[src/rtl/core/i2cdw_pkg.sv]
// i2cdw_pkg: shared types and constants for the I2C display write master.
// Used by the sequencer and the top level.
package i2cdw_pkg;

  localparam logic [7:0]  SlaveAddrRst  = 8'h78;
  localparam logic [15:0] PhaseTicksRst = 16'd1;
  localparam logic [7:0]  CtrlData      = 8'h40;
  localparam logic [7:0]  CtrlCmd       = 8'h00;
  localparam int          CfgDataW      = 16;
  localparam int          CfgIdxW       = 1;

  localparam logic [CfgIdxW-1:0] CfgSlaveAddr  = 1'b0;
  localparam logic [CfgIdxW-1:0] CfgPhaseTicks = 1'b1;

  typedef enum logic [4:0] {
    ST_IDLE, ST_A1, ST_A2, ST_A3, ST_A4, ST_A5,
    ST_B0, ST_B1, ST_B2, ST_B3, ST_B4,
    ST_K0, ST_K1, ST_K2, ST_K3, ST_K4, ST_K5,
    ST_P0, ST_P1, ST_P2, ST_P3
  } step_t;

  typedef struct packed {
    logic       op;
    logic       is_data;
    logic [7:0] payload;
    logic       sda_in;
  } in_item_t;

  typedef struct packed {
    logic scl;
    logic sda_out;
    logic sda_drive;
    logic busy_res;
    logic done_res;
    logic addr_nack;
  } out_item_t;

endpackage

[src/rtl/core/i2cdw_if.sv]
// i2cdw_if: valid/ready channel interfaces for request/tick beats and pin results.
// No package dependency.
interface i2cdw_in_if;
  logic       valid;
  logic       ready;
  logic       op;
  logic       is_data;
  logic [7:0] payload;
  logic       sda_in;

  modport source (output valid, output op, output is_data, output payload,
                  output sda_in, input ready);
  modport sink   (input valid, input op, input is_data, input payload,
                  input sda_in, output ready);
endinterface

interface i2cdw_out_if;
  logic valid;
  logic ready;
  logic scl;
  logic sda_out;
  logic sda_drive;
  logic busy_res;
  logic done_res;
  logic addr_nack;

  modport source (output valid, output scl, output sda_out, output sda_drive,
                  output busy_res, output done_res, output addr_nack, input ready);
  modport sink   (input valid, input scl, input sda_out, input sda_drive,
                  input busy_res, input done_res, input addr_nack, output ready);
endinterface

[src/rtl/core/i2cdw_seq.sv]
// i2cdw_seq: frame sequencer state, configuration registers and per-beat update.
// Depends on i2cdw_pkg.
module i2cdw_seq (
  input  logic                           clk,
  input  logic                           rst_n,
  input  logic                           cfg_we,
  input  logic [i2cdw_pkg::CfgIdxW-1:0]  cfg_idx,
  input  logic [i2cdw_pkg::CfgDataW-1:0] cfg_data,
  input  logic                           step_en,
  input  i2cdw_pkg::in_item_t            item,
  output i2cdw_pkg::out_item_t           res
);

  logic [7:0]          slave_addr_r;
  logic [15:0]         phase_ticks_r;
  i2cdw_pkg::step_t    step_r, step_nxt;
  logic [3:0]          bit_cnt_r, bit_cnt_nxt;
  logic [1:0]          byte_idx_r, byte_idx_nxt;
  logic [7:0]          shift_r, shift_nxt;
  logic [15:0]         delay_r, delay_nxt;
  logic [7:0]          held_pl_r, held_pl_nxt;
  logic                held_dat_r, held_dat_nxt;
  logic                scl_r, scl_nxt;
  logic                sda_r, sda_nxt;
  logic                drv_r, drv_nxt;
  logic                nack_r, nack_nxt;
  logic                done;
  logic [15:0]         limit;
  logic [15:0]         delay_inc;
  logic [1:0]          next_byte;

  function automatic logic [7:0] pick_byte(input logic [1:0] idx, input logic [7:0] addr,
                                           input logic dat, input logic [7:0] pl);
    logic [7:0] b;
    if (idx == 2'd0) begin
      b = addr;
    end else if (idx == 2'd1) begin
      b = dat ? i2cdw_pkg::CtrlData : i2cdw_pkg::CtrlCmd;
    end else begin
      b = pl;
    end
    return b;
  endfunction

  assign limit     = (phase_ticks_r == 16'd0) ? 16'd1 : phase_ticks_r;
  assign delay_inc = delay_r + 16'd1;
  assign next_byte = byte_idx_r + 2'd1;

  always_comb begin
    step_nxt     = step_r;
    bit_cnt_nxt  = bit_cnt_r;
    byte_idx_nxt = byte_idx_r;
    shift_nxt    = shift_r;
    delay_nxt    = delay_r;
    held_pl_nxt  = held_pl_r;
    held_dat_nxt = held_dat_r;
    scl_nxt      = scl_r;
    sda_nxt      = sda_r;
    drv_nxt      = drv_r;
    nack_nxt     = nack_r;
    done         = 1'b0;
    if (step_r == i2cdw_pkg::ST_IDLE) begin
      if (item.op) begin
        held_pl_nxt  = item.payload;
        held_dat_nxt = item.is_data;
        nack_nxt     = 1'b0;
        bit_cnt_nxt  = 4'd0;
        byte_idx_nxt = 2'd0;
        delay_nxt    = 16'd0;
        step_nxt     = i2cdw_pkg::ST_A1;
      end
    end else if (!item.op) begin
      if (delay_inc < limit) begin
        delay_nxt = delay_inc;
      end else begin
        delay_nxt = 16'd0;
        case (step_r)
          i2cdw_pkg::ST_A1: step_nxt = i2cdw_pkg::ST_A2;
          i2cdw_pkg::ST_A2: begin
            sda_nxt  = 1'b0;
            step_nxt = i2cdw_pkg::ST_A3;
          end
          i2cdw_pkg::ST_A3: step_nxt = i2cdw_pkg::ST_A4;
          i2cdw_pkg::ST_A4: begin
            scl_nxt  = 1'b0;
            step_nxt = i2cdw_pkg::ST_A5;
          end
          i2cdw_pkg::ST_A5: begin
            byte_idx_nxt = 2'd0;
            shift_nxt    = slave_addr_r;
            bit_cnt_nxt  = 4'd0;
            step_nxt     = i2cdw_pkg::ST_B0;
          end
          i2cdw_pkg::ST_B0: begin
            sda_nxt   = shift_r[7];
            shift_nxt = {shift_r[6:0], 1'b0};
            step_nxt  = i2cdw_pkg::ST_B1;
          end
          i2cdw_pkg::ST_B1: begin
            scl_nxt  = 1'b1;
            step_nxt = i2cdw_pkg::ST_B2;
          end
          i2cdw_pkg::ST_B2: begin
            scl_nxt  = 1'b0;
            step_nxt = i2cdw_pkg::ST_B3;
          end
          i2cdw_pkg::ST_B3: begin
            sda_nxt  = 1'b0;
            step_nxt = i2cdw_pkg::ST_B4;
          end
          i2cdw_pkg::ST_B4: begin
            if (bit_cnt_r < 4'd7) begin
              bit_cnt_nxt = bit_cnt_r + 4'd1;
              step_nxt    = i2cdw_pkg::ST_B0;
            end else begin
              step_nxt = i2cdw_pkg::ST_K0;
            end
          end
          i2cdw_pkg::ST_K0: begin
            drv_nxt  = 1'b0;
            step_nxt = i2cdw_pkg::ST_K1;
          end
          i2cdw_pkg::ST_K1: begin
            scl_nxt  = 1'b1;
            step_nxt = i2cdw_pkg::ST_K2;
          end
          i2cdw_pkg::ST_K2: begin
            if (byte_idx_r == 2'd0) begin
              nack_nxt = item.sda_in;
            end
            step_nxt = i2cdw_pkg::ST_K3;
          end
          i2cdw_pkg::ST_K3: begin
            scl_nxt  = 1'b0;
            step_nxt = i2cdw_pkg::ST_K4;
          end
          i2cdw_pkg::ST_K4: begin
            drv_nxt  = 1'b1;
            step_nxt = i2cdw_pkg::ST_K5;
          end
          i2cdw_pkg::ST_K5: begin
            if ((byte_idx_r == 2'd0 && nack_r) || byte_idx_r >= 2'd2) begin
              step_nxt = i2cdw_pkg::ST_P0;
            end else begin
              byte_idx_nxt = next_byte;
              shift_nxt    = pick_byte(next_byte, slave_addr_r, held_dat_r, held_pl_r);
              bit_cnt_nxt  = 4'd0;
              step_nxt     = i2cdw_pkg::ST_B0;
            end
          end
          i2cdw_pkg::ST_P0: begin
            scl_nxt  = 1'b1;
            step_nxt = i2cdw_pkg::ST_P1;
          end
          i2cdw_pkg::ST_P1: begin
            sda_nxt  = 1'b1;
            step_nxt = i2cdw_pkg::ST_P2;
          end
          i2cdw_pkg::ST_P2: step_nxt = i2cdw_pkg::ST_P3;
          i2cdw_pkg::ST_P3: begin
            step_nxt = i2cdw_pkg::ST_IDLE;
            done     = 1'b1;
          end
          default: step_nxt = i2cdw_pkg::ST_IDLE;
        endcase
      end
    end
  end

  always_comb begin
    res.scl       = scl_nxt;
    res.sda_out   = sda_nxt;
    res.sda_drive = drv_nxt;
    res.busy_res  = (step_nxt != i2cdw_pkg::ST_IDLE);
    res.done_res  = done;
    res.addr_nack = done & nack_nxt;
  end

  always_ff @(posedge clk) begin
    if (!rst_n) begin
      slave_addr_r  <= i2cdw_pkg::SlaveAddrRst;
      phase_ticks_r <= i2cdw_pkg::PhaseTicksRst;
      step_r        <= i2cdw_pkg::ST_IDLE;
      bit_cnt_r     <= 4'd0;
      byte_idx_r    <= 2'd0;
      shift_r       <= 8'd0;
      delay_r       <= 16'd0;
      held_pl_r     <= 8'd0;
      held_dat_r    <= 1'b0;
      scl_r         <= 1'b1;
      sda_r         <= 1'b1;
      drv_r         <= 1'b1;
      nack_r        <= 1'b0;
    end else begin
      if (cfg_we) begin
        case (cfg_idx)
          i2cdw_pkg::CfgSlaveAddr:  slave_addr_r  <= cfg_data[7:0];
          i2cdw_pkg::CfgPhaseTicks: phase_ticks_r <= cfg_data[15:0];
          default: ;
        endcase
      end
      if (step_en) begin
        step_r     <= step_nxt;
        bit_cnt_r  <= bit_cnt_nxt;
        byte_idx_r <= byte_idx_nxt;
        shift_r    <= shift_nxt;
        delay_r    <= delay_nxt;
        held_pl_r  <= held_pl_nxt;
        held_dat_r <= held_dat_nxt;
        scl_r      <= scl_nxt;
        sda_r      <= sda_nxt;
        drv_r      <= drv_nxt;
        nack_r     <= nack_nxt;
      end
    end
  end

endmodule

[src/rtl/core/i2c_display_write_master_unit.sv]
// i2c_display_write_master_unit: top level, input beat register, sequencer, result register.
// Depends on i2cdw_pkg, i2cdw_if and i2cdw_seq.
//
//   channel  | dir | handshake     | beat content
//   in_bus   | in  | valid/ready   | op, is_data, payload, sda_in
//   out_bus  | out | valid/ready   | scl, sda_out, sda_drive, busy_res, done_res, addr_nack
//   cfg_*    | in  | write enable  | cfg_idx selects register, cfg_data value
//
// One beat per clock while out_bus is not stalled; a beat's result passes through the input
// register, then the sequencer update into the result register.
// Reset is synchronous on rst_n low: pins idle high and driven, sequencer idle.
// A stalled result holds in the result register while one more beat waits in the
// input register; in_bus.ready drops only when both are full.
module i2c_display_write_master_unit (
  input  logic                           clk,
  input  logic                           rst_n,
  i2cdw_in_if.sink                       in_bus,
  i2cdw_out_if.source                    out_bus,
  input  logic                           cfg_we,
  input  logic [i2cdw_pkg::CfgIdxW-1:0]  cfg_idx,
  input  logic [i2cdw_pkg::CfgDataW-1:0] cfg_data
);

  logic                 s1_v_r;
  i2cdw_pkg::in_item_t  s1_item_r;
  logic                 out_v_r;
  i2cdw_pkg::out_item_t out_item_r;
  i2cdw_pkg::out_item_t res;
  logic                 adv;
  logic                 in_fire;

  assign adv          = s1_v_r && (!out_v_r || out_bus.ready);
  assign in_bus.ready = !s1_v_r || adv;
  assign in_fire      = in_bus.valid && in_bus.ready;

  i2cdw_seq u_seq (
    .clk      (clk),
    .rst_n    (rst_n),
    .cfg_we   (cfg_we),
    .cfg_idx  (cfg_idx),
    .cfg_data (cfg_data),
    .step_en  (adv),
    .item     (s1_item_r),
    .res      (res)
  );

  always_ff @(posedge clk) begin
    if (!rst_n) begin
      s1_v_r  <= 1'b0;
      out_v_r <= 1'b0;
    end else begin
      if (in_bus.ready) begin
        s1_v_r <= in_bus.valid;
      end
      if (adv) begin
        out_v_r <= 1'b1;
      end else if (out_bus.ready) begin
        out_v_r <= 1'b0;
      end
    end
  end

  always_ff @(posedge clk) begin
    if (in_fire) begin
      s1_item_r <= '{op: in_bus.op, is_data: in_bus.is_data,
                     payload: in_bus.payload, sda_in: in_bus.sda_in};
    end
    if (adv) begin
      out_item_r <= res;
    end
  end

  assign out_bus.valid     = out_v_r;
  assign out_bus.scl       = out_item_r.scl;
  assign out_bus.sda_out   = out_item_r.sda_out;
  assign out_bus.sda_drive = out_item_r.sda_drive;
  assign out_bus.busy_res  = out_item_r.busy_res;
  assign out_bus.done_res  = out_item_r.done_res;
  assign out_bus.addr_nack = out_item_r.addr_nack;

endmodule

[src/flat_wrapper.sv]
// flat-port wrapper written by rule: the top's interface ports become plain ports
module i2c_display_write_master_unit_flat 
  (clk, rst_n, cfg_we, cfg_idx, cfg_data, in_bus_valid, in_bus_op, in_bus_is_data, in_bus_payload, in_bus_sda_in, in_bus_ready, out_bus_valid, out_bus_scl, out_bus_sda_out, out_bus_sda_drive, out_bus_busy_res, out_bus_done_res, out_bus_addr_nack, out_bus_ready);
  i2cdw_in_if in_bus_i ();
  i2cdw_out_if out_bus_i ();
  input  logic clk;
  input  logic rst_n;
  input  logic cfg_we;
  input  logic [i2cdw_pkg::CfgIdxW-1:0] cfg_idx;
  input  logic [i2cdw_pkg::CfgDataW-1:0] cfg_data;
  input wire logic [$bits(in_bus_i.valid)-1:0] in_bus_valid;
  input wire logic [$bits(in_bus_i.op)-1:0] in_bus_op;
  input wire logic [$bits(in_bus_i.is_data)-1:0] in_bus_is_data;
  input wire logic [$bits(in_bus_i.payload)-1:0] in_bus_payload;
  input wire logic [$bits(in_bus_i.sda_in)-1:0] in_bus_sda_in;
  output wire logic [$bits(in_bus_i.ready)-1:0] in_bus_ready;
  output wire logic [$bits(out_bus_i.valid)-1:0] out_bus_valid;
  output wire logic [$bits(out_bus_i.scl)-1:0] out_bus_scl;
  output wire logic [$bits(out_bus_i.sda_out)-1:0] out_bus_sda_out;
  output wire logic [$bits(out_bus_i.sda_drive)-1:0] out_bus_sda_drive;
  output wire logic [$bits(out_bus_i.busy_res)-1:0] out_bus_busy_res;
  output wire logic [$bits(out_bus_i.done_res)-1:0] out_bus_done_res;
  output wire logic [$bits(out_bus_i.addr_nack)-1:0] out_bus_addr_nack;
  input wire logic [$bits(out_bus_i.ready)-1:0] out_bus_ready;
  assign in_bus_i.valid = in_bus_valid;
  assign in_bus_i.op = in_bus_op;
  assign in_bus_i.is_data = in_bus_is_data;
  assign in_bus_i.payload = in_bus_payload;
  assign in_bus_i.sda_in = in_bus_sda_in;
  assign in_bus_ready = in_bus_i.ready;
  assign out_bus_valid = out_bus_i.valid;
  assign out_bus_scl = out_bus_i.scl;
  assign out_bus_sda_out = out_bus_i.sda_out;
  assign out_bus_sda_drive = out_bus_i.sda_drive;
  assign out_bus_busy_res = out_bus_i.busy_res;
  assign out_bus_done_res = out_bus_i.done_res;
  assign out_bus_addr_nack = out_bus_i.addr_nack;
  assign out_bus_i.ready = out_bus_ready;
  i2c_display_write_master_unit u_core (.clk(clk), .rst_n(rst_n), .in_bus(in_bus_i), .out_bus(out_bus_i), .cfg_we(cfg_we), .cfg_idx(cfg_idx), .cfg_data(cfg_data));
endmodule
[config.mk]
export PLATFORM = sky130hd
export DESIGN_NAME = i2c_display_write_master_unit_flat
export DESIGN_NICKNAME = d
export VERILOG_FILES = /design/src/rtl/core/i2cdw_pkg.sv /design/src/rtl/core/i2cdw_if.sv /design/src/rtl/core/i2cdw_seq.sv /design/src/rtl/core/i2c_display_write_master_unit.sv /design/src/flat_wrapper.sv
export SDC_FILE = /design/constraint.sdc
export NUM_CORES = 1
export LEC_CHECK = 0
export BUFFER_PORTS_ARGS = -buffer_cell sky130_fd_sc_hd__buf_2
export CAP_MARGIN = 20
export CORE_MARGIN = 4
export CORE_UTILIZATION = 41
export DETAILED_ROUTE_END_ITERATION = 7
export MAX_ROUTING_LAYER = met4
export PLACE_DENSITY = 0.55
export SYNTH_ARGS = -nofsm -noshare
export SYNTH_HDL_FRONTEND = slang
export SYNTH_SLANG_ARGS = --single-unit
[constraint.sdc]
create_clock -name clk -period 8.98 [get_ports clk]
set_input_delay 1.796 -clock clk [delete_from_list [all_inputs] [get_ports clk]]
set_output_delay 1.796 -clock clk [all_outputs]
set_load 0.02 [all_outputs]
* After elaboration in Yosys (flattened, before gate mapping)
Index checks and enable logic that the tools add are counted.
** Storage, ports and cells
- Bits in registers :: 91
- Latch bits :: 0
- Memories kept :: 0
- Word-level logic and storage cells :: 144
- Bits in writable memories :: 0
- Output and inout bits :: 8
- Memory bits (read-only) :: 0
- Bits of input ports :: 33
** Cells by class
- Shift operators :: 0
- Add/subtract/negate cells :: 3
- $lt $le $gt $ge :: 3
- Divide/modulo/power cells :: 0
- Eq/ne operators :: 27
- $mul :: 0
- Bitwise gates (word level) :: 5
- Reductions and logical operators :: 27
- Mux-type cells :: 54
** Operators with widths (number)
- one-hot mux 5 bit (19 select lines) :: 1
- two-way mux 16 bit :: 5
- equality test 5 x 4 -> 1 bit, second input constant :: 8
- two-way mux 4 bit :: 7
- equality test 5 bit, second input constant :: 5
- two-way mux 5 bit :: 5
- two-way mux 8 bit :: 3
- one-hot mux 8 bit (3 select lines) :: 1
- two-way mux 1 bit :: 21
- equality test 5 x 3 -> 1 bit, second input constant :: 4
- adder 16 x 1 -> 16 bit, second input constant :: 1
- logical NOT 16 bit :: 1
- < comparator 16 bit :: 1
- one-hot mux 4 bit (3 select lines) :: 1
- AND reduction 6 bit :: 2
- equality test 5 x 2 -> 1 bit, second input constant :: 2
- two-way mux 2 bit :: 5
- two-way mux 7 bit :: 1
- AND reduction 7 bit :: 1
- inequality test 2 bit, second input constant :: 3
- inequality test 3 bit, second input constant :: 2
- AND reduction 3 bit :: 2
- nonzero test 3 bit :: 2
- OR reduction 3 bit :: 2
- other kinds (22) :: 33

* Logic depth before layout (Yosys ltp)
Gate-level depths: netlist (run 1).
- Depth in word-level cells :: 9
- Gate-level depth with buffers :: 15
- Gate-level depth less buffers :: 14

* Hierarchy
From an unflattened synthesis (run 1), not the netlist that was laid out.
** Second synthesis, totals
- Cell total of the unflattened synthesis :: 585
- Area total of the unflattened synthesis :: 4973.5 µm²
** Modules (own cells, without submodules)
- i2cdw_seq :: cells an instance 559, times used 1, area each 4359.2 µm²
- i2c_display_write_master_unit :: cells an instance 26, times used 1, area each 614.3 µm²

* Worst setup path after synthesis (run 1)
No wires, ideal clock.
- Path kind :: in2out
- Start :: input port out_bus_ready
- End :: output port in_bus_ready
- Slack :: 5.036 ns
- Arrival :: 2.148 ns
- Buffers on the path :: 0
- Stages on the path :: 2
- Path through :: nor2b_1 -> nand2_1
** Between the ends
- Longest elaborated chain between the ends :: 3
** RTL lines
- start: declaration :: RTL line flat_wrapper.sv:24 : input wire logic [$bits(out_bus_i.ready)-1:0] out_bus_ready;
- logical OR 1 bit :: RTL line i2c_display_write_master_unit.sv:32 : assign adv = s1_v_r && (!out_v_r || out_bus.ready);
- logical AND 1 bit :: RTL line i2c_display_write_master_unit.sv:32
- logical OR 1 bit :: RTL line i2c_display_write_master_unit.sv:33 : assign in_bus.ready = !s1_v_r || adv;
- end: declaration :: RTL line flat_wrapper.sv:16 : output wire logic [$bits(in_bus_i.ready)-1:0] in_bus_ready;
No other way between the ends.

* Worst setup path in the final report (run 1)
- Start :: register u_core.u_seq.delay_r[0]
- End :: register u_core.u_seq.shift_r[4]
** Between the ends
- Longest elaborated chain between the ends :: 4
** RTL lines
- start: declaration :: RTL line i2cdw_seq.sv:20 : logic [15:0] delay_r, delay_nxt;
- start signal: assignment :: RTL line i2cdw_seq.sv:207 : delay_r <= delay_nxt;
- adder 16 x 1 -> 16 bit :: RTL line i2cdw_seq.sv:46 : assign delay_inc = delay_r + 16'd1;
- < comparator 16 bit :: RTL line i2cdw_seq.sv:73 : if (delay_inc < limit) begin
- inverter 1 bit (no line)
- AND reduction 6 bit (no line)
- end signal: assignment :: RTL line i2cdw_seq.sv:206 : shift_r <= shift_nxt;
- end: declaration :: RTL line i2cdw_seq.sv:19 : logic [7:0] shift_r, shift_nxt;
No other way between the ends.
A chain may end at the register's enable or synchronous reset.

==> impl_metrics.toml, run 1 <==
[yosys]
synth_top_family_by_area = "simple AND/OR/NAND/NOR gates"
synth_xor_area_frac = 0.0254
synthMuxAreaShare = 0.0130
synth-seq-area-share = 0.413
yosysTopAreaCell = "dfxtp_1"
synth_compound_area_frac = 0.177
postSynthCellCount = 589
ys_seq_elements = 91
synth_cell_types = 63
syn-cell-area_sq_um = 4830
synth.avg_cell_area_sq_um = 8.20
post_synth_and_or_nand_nor_area_fraction = 0.264
synth_area_leaders = "dfxtp_1 (31%), edfxtp_1 (11%), nand2_1 (8.6%)"
yosys.area.top_type_share = 0.307
synth_flop_cell = "dfxtp_1"
ys.warnings.count = 0
synth_edf_count = 17
async_reset_ff_frac = 0
synthAdderAreaFrac = 0.0596
syn_nets = 645

[critical_path]
crit_fanout = 18
crit_path_start_kind = "flip-flop"
critPathKind = "reg -> reg"
required_ns = 9.24
cp-end-kind = "flip-flop"
critPathArrivalTime_ns = 4.86

[global_routing]
grt.busiest_layer = "met2"
met3_usage = 0.0316
grt-ovfl-total = 0
use_met1 = 0.266
track_usage = 0.190
antenna_found_initial = 0
met2_usage = 0.267
grt_max_degree = 46
grt_pass1_wl_um = 19600
grt_pass1_vias = 4006

[detailed_routing]
dr_total_vias = 4268
drtAntennaViolNets = 0
drtPass1Iterations = 5
drt-initial-drc-count = 280
via_per_inst = 5.63
drt-total-wl_um = 11800
drcViolationCount = 0
wl_per_cell_um = 15.5

[clocking]
clockRootBuffer = "clkbuf_16"
postCtsSetupRepairBufs = 0
hold_buffers = 0
h-tree-depth = 3
clockBufferDepth = 2
cts_buffers = 9
clock_sinks = 91
clock_latency_ns = 0.35
path_clk_slew_ns = 0.07
cts_tree = "done"
ctsResizeCount = 0

[flow_run]
drv_cap = 0

[power]
power_density_nw_per_um2 = 166
netSwitchingFraction = 0.271
seq_power_share = 0.493
max-vdd-ir-drop_mv = 0.119
p_sw_uw = 241
pwr-share-clk = 0.404
comb_power_share = 0.102
p_int_uw = 650
p_leak_nw = 1.93

[timing]
setup_tns_ns = 0
finalWorstSetupSlack_ns = 4.38
slew_viol_final = 0
whs_ns = 0.458
finalSetupViolCount = 0
fin_crit_ns = 4.60
finalHoldViolCount = 0
worst_pin_slew_ns = 0.885
rsz0062_at_grt = "false"
max_freq_mhz = 217
fin_skew_ns = 0.00700
min_period_over_period = 0.512
relSlewSlack = 0.409

[place]
gp_congestion = 0.878
dp_slack_ns = 4.46
dp_hpwl_um = 8350
numPortBuffers = 40

[run_status]
status = "complete, no violations"

[die]
rows = 39
fp.coreArea_sq_um = 11500
die_w_um = 117
floorplan.initialDensity = 0.421
die_area_sq_um = 13600
pin_count = 41
die_h_um = 117

[final_layout]
diodes = 0
final_nets = 666
nFillCells = 1109
drive_gt1_frac = 0.122
syn_to_final_growth_pct = 11.1

[worst_hold_path]
hp-class = "reg -> reg"
==> cell usage after synthesis (5+ instances only) <==
| cell | number |
|---|---|
| nand3_1 | 28 |
| nor3_1 | 14 |
| nand2_1 | 111 |
| nand4_1 | 13 |
| nor2_1 | 36 |
| nand2b_1 | 6 |
| nor4_1 | 14 |
| and2_1 | 7 |
| xnor2_1 | 7 |
| o21ai_0 | 20 |
| dfxtp_1 | 74 |
| inv_1 | 27 |
| xor2_1 | 7 |
| edfxtp_1 | 17 |
| a31oi_1 | 7 |
| o211ai_1 | 5 |
| clkbuf_1 | 22 |
| a211oi_1 | 10 |
| a222oi_1 | 6 |
| a21oi_1 | 56 |
| nor2b_1 | 6 |
| ha_1 | 23 |
==> cell usage in the layout (no fill, tap or decap), types with 3 or more instances in the layout <==
master | netlist | routed
xor2_1 | 7 | 7
nand4_1 | 13 | 13
o211ai_1 | 5 | 5
o21ai_0 | 20 | 20
inv_1 | 27 | 26
nand2b_1 | 6 | 6
nand2_1 | 111 | 111
clkbuf_16 | 0 | 9
nor3b_1 | 3 | 3
and3_1 | 3 | 3
or2_2 | 3 | 3
a211oi_1 | 10 | 10
mux2i_1 | 4 | 4
xnor2_1 | 7 | 7
nor2_1 | 36 | 36
a31oi_1 | 7 | 7
nor2b_1 | 6 | 6
o21ai_1 | 4 | 4
a21oi_1 | 56 | 56
nor4_1 | 14 | 14
buf_2 | 4 | 40
o21a_1 | 4 | 4
edfxtp_1 | 17 | 17
nand3_1 | 28 | 28
dfxtp_1 | 74 | 74
ha_1 | 23 | 23
and2_1 | 7 | 7
nor3_1 | 14 | 14
a222oi_1 | 6 | 6
==> power by group through the flow <==
stage                     registers [mW]  clock network [mW]  logic [mW]
after detailed placement           0.449                   0      0.0910
final                              0.440               0.360      0.0912
after floorplan                    0.444                   0      0.0669
after global placement             0.449                   0      0.0902
after CTS                          0.440               0.371      0.0913
after global routing               0.441               0.390       0.103
==> layer usage <==
layer  vias up  wire (um)
met5         -          0
met2       146       5040
met3        23        719
li1       2140          -
met4         0        279
met1      1959       5750
==> worst max-delay path: stages (launching register included) <==
cell and delay, ns:
dfxtp_1 0.39, ha_1 0.24, nand3_1 0.20, nor3_2 0.36
nand3_1 0.22, or2_2 0.37, xnor2_1 0.14, ha_1 0.29
nand4_1 0.10, nor3_2 0.21, nand4_1 0.15, o211ai_2 0.68
nor4b_4 0.82, nor2_1 0.09, a211oi_1 0.26
==> kinds of logic (layout without fill, tap and decap cells) <==
family,after synthesis,count (layout)
simple gates,261,261
xor+xnor,14,14
mux,6,6
fa+ha+maj,23,23
flops,91,91
buf+inv,59,85
compound gates,135,135
==> worst paths after layout <==
check | cells after the start | start | to | slack (ns)
setup / recovery | 14 | u_core.u_seq.delay_r[0] | u_core.u_seq.shift_r[4] | 4.38
hold / removal | 2 | u_core.u_seq.held_pl_r[0] | u_core.u_seq.held_pl_r[0] | 0.46
setup reg to reg | 14 | u_core.u_seq.delay_r[0] | u_core.u_seq.shift_r[4] | 4.38
hold reg to reg | 2 | u_core.u_seq.held_pl_r[0] | u_core.u_seq.held_pl_r[0] | 0.46
==> metrics by stage <==
stage	power, mW	utilization	instances	instance area, sq um
6_report	0.891	0.468	758	5370
5_1_grt	0.934	0.468	758	5370
4_1_cts	0.902	0.468	758	5370
3_5_place_dp	0.540	0.444	742	5090
3_3_place_gp	0.539	0.444	742	5090
2_1_floorplan	0.511	-	589	4830
==> sequential cells by signal (all words and copies together), names as in the netlist, 2 cells and up <==
| register | cells |
|---|---|
| u_core.u_seq.shift_r | 8 |
| u_core.u_seq.delay_r | 16 |
| u_core.u_seq.slave_addr_r | 8 |
| u_core.u_seq.bit_cnt_r | 4 |
| u_core.s1_item_r | 11 |
| u_core.u_seq.step_r | 5 |
| u_core.u_seq.byte_idx_r | 2 |
| u_core.u_seq.phase_ticks_r | 16 |
| u_core.u_seq.held_pl_r | 8 |
==> final cells by class <==
type                       count  area, sq um  area share
timing repair buffer          41          208      0.0387
multi-input combinational    439         2600       0.485
tap                          143          179      0.0333
clock buffer                  10          229      0.0427
clock inverter                 6         50.0     0.00933
inverter                      28          105      0.0196
sequential                    91         1990       0.371
No activity file was read; power rests on OpenSTA's default activity.
==> inputs of run 2 (changes only) <==
clock period = 4.7 ns   (was 8.98 ns; I/O delays follow)
==> run 2 against run 1 <==
Against the previous run:
- core utilization up 0.32 points
- wire length up 3.4%
- final area up 0.68%
- cell count up 0.66%
- first-iteration DRC count up 10%
- clock power up 92%
- worst hold slack worse by 0.0032 ns
- critical path type unchanged
- sequential share of layout area down 0.25 points
- non-clock buffer count up 5
- die area unchanged
- global-route usage up 0.89 points
- highest routed layer unchanged
==> impl_metrics.toml, run 2 (synthesis gave the netlist of run 1 again) <==
[run_status]
status = "complete, no violations"

[die]
die_w_um = 117
pin_count = 41
rows = 39
die_h_um = 117
floorplan.initialDensity = 0.421
fp.coreArea_sq_um = 11500
die_area_sq_um = 13600

[critical_path]
slowest_delay_ns = 0.46
path_cells = "ha_1, nand3_1, nor3_2, nand3_1, or2_2, xnor2_1, ha_1, and4_1, a221oi_1, o211ai_2, buf_4, nor2_2, buf_4, nand4_1, o21ai_0"
crit_path_top_delay_cell = "a221oi_1"
reg2reg_from = "u_core.u_seq.delay_r[0]"
critPathArrivalTime_ns = 4.48
worst-r2r-cell-count = 15
r2r_slack_ns = 0.49
regToRegEndpoint = "u_core.u_seq.delay_r[8]"
crit_buf_inv = 2
cp-end-kind = "flip-flop"
path_depth = 15
critPathKind = "reg -> reg"
required_ns = 4.97
cp_top_family = "simple AND/OR/NAND/NOR gates"
crit_fanout = 15
cp-startpoint = "u_core.u_seq.delay_r[0]"
crit_path_start_kind = "flip-flop"
crit_path_end = "u_core.u_seq.delay_r[8]"

[clocking]
postCtsSetupRepairBufs = 0
cts_tree = "done"
clock_sinks = 91
cts_buffers = 9
clockBufferDepth = 2
h-tree-depth = 3
ctsResizeCount = 0
path_clk_slew_ns = 0.07
clock_latency_ns = 0.35
clockRootBuffer = "clkbuf_16"
hold_buffers = 0

[timing]
rsz0062_at_grt = "false"
max_freq_mhz = 238
relSlewSlack = 0.423
fin_skew_ns = 0.00801
finalSetupViolCount = 0
fin_crit_ns = 4.21
setup_tns_ns = 0
worst_pin_slew_ns = 0.864
slew_viol_final = 0
finalHoldViolCount = 0
min_period_over_period = 0.896

[worst_hold_path]
hold_depth = 2
hp-class = "reg -> reg"

[place]
numPortBuffers = 40
dp_hpwl_um = 8690
gp_congestion = 0.921

[detailed_routing]
drt-total-wl_um = 12200
via_per_inst = 5.57
drcViolationCount = 0
drtAntennaViolNets = 0
drtPass1Iterations = 7
wl_per_cell_um = 16.0
drt-initial-drc-count = 309
dr_total_vias = 4252

[final_layout]
multiInputGateArea_sq_um = 2600
nFillCells = 1154
syn_to_final_growth_pct = 11.9
top_regs = "u_core.u_seq.delay_r x16, u_core.u_seq.phase_ticks_r x16, u_core.s1_item_r x11"
postLayoutCoreUtil = 0.471
diodes = 0
final_nets = 671
final_common_cell = "nand2_1"
seqCellArea_sq_um = 1990
drive_gt1_frac = 0.129
final_cell_mix = "nand2_1 (111), dfxtp_1 (74), a21oi_1 (56)"

[global_routing]
track_usage = 0.199
grt_max_degree = 38
grt-ovfl-total = 0
grt_pass1_vias = 4073
grt_pass1_wl_um = 20400
antenna_found_initial = 0

[power]
p_leak_nw = 1.95
max-vdd-ir-drop_mv = 0.312
power_density_nw_per_um2 = 317

[flow_run]
drv_cap = 0
==> run 2: power by group <==
| group | total [mW] | leakage [nW] | internal, mW | switching [mW] |
|---|---|---|---|---|
| Sequential | 0.841 | 0.755 | 0.818 | 0.0221 |
| Clock | 0.690 | 0.131 | 0.364 | 0.326 |
| Combinational | 0.179 | 1.07 | 0.0619 | 0.117 |
==> run 2: routing by layer <==
metal	vias up	wire length (um)	global-route usage
li1	2159	-	-
met1	1986	5940	0.264
met2	96	5530	0.304
met3	11	587	0.0534
met4	0	129	0.0425
met5	-	0	-
==> run 2: per-stage QoR <==
step                hold WS (ns)  power [mW]  instance area, sq um  std cells  setup slack, ns
floorplan                  0.432       0.976                  4830        589             1.06
global placement           0.443        1.04                  5120        747            0.676
detailed placement         0.450        1.04                  5120        747            0.540
CTS                        0.460        1.73                  5400        763            0.504
global route               0.483        1.79                  5400        763            0.179
finish                     0.455        1.71                  5400        763            0.491
==> run 2: worst min-delay path by stage <==
stage | startpoint | end | slack (ns)
after floorplan | u_core.u_seq.slave_addr_r[0] | u_core.u_seq.slave_addr_r[0] | 0.43
after global placement | u_core.u_seq.delay_r[14] | u_core.u_seq.delay_r[14] | 0.44
after detailed placement | u_core.u_seq.delay_r[14] | u_core.u_seq.delay_r[14] | 0.45
after CTS | u_core.u_seq.delay_r[14] | u_core.u_seq.delay_r[14] | 0.46
after global routing | u_core.u_seq.delay_r[14] | u_core.u_seq.delay_r[14] | 0.48
final | u_core.u_seq.delay_r[14] | u_core.u_seq.delay_r[14] | 0.45
==> run 2: worst reg2reg max path, stage by stage, from the launching register on <==
cell and delay [ns]:
dfxtp_1 0.38, ha_1 0.24, nand3_1 0.22, nor3_2 0.35
nand3_1 0.22, or2_2 0.37, xnor2_1 0.14, ha_1 0.30
and4_1 0.15, a221oi_1 0.46, o211ai_2 0.27, buf_4 0.26
nor2_2 0.22, buf_4 0.25, nand4_1 0.11, o21ai_0 0.19
==> run 2: area by class of cell <==
cell class	instances	share of cell area
clock inverter	6	0.00903
sequential	91	0.369
clock buffer	10	0.0424
timing repair buffer	46	0.0454
tap	143	0.0331
inverter	28	0.0195
multi-input combinational	439	0.482
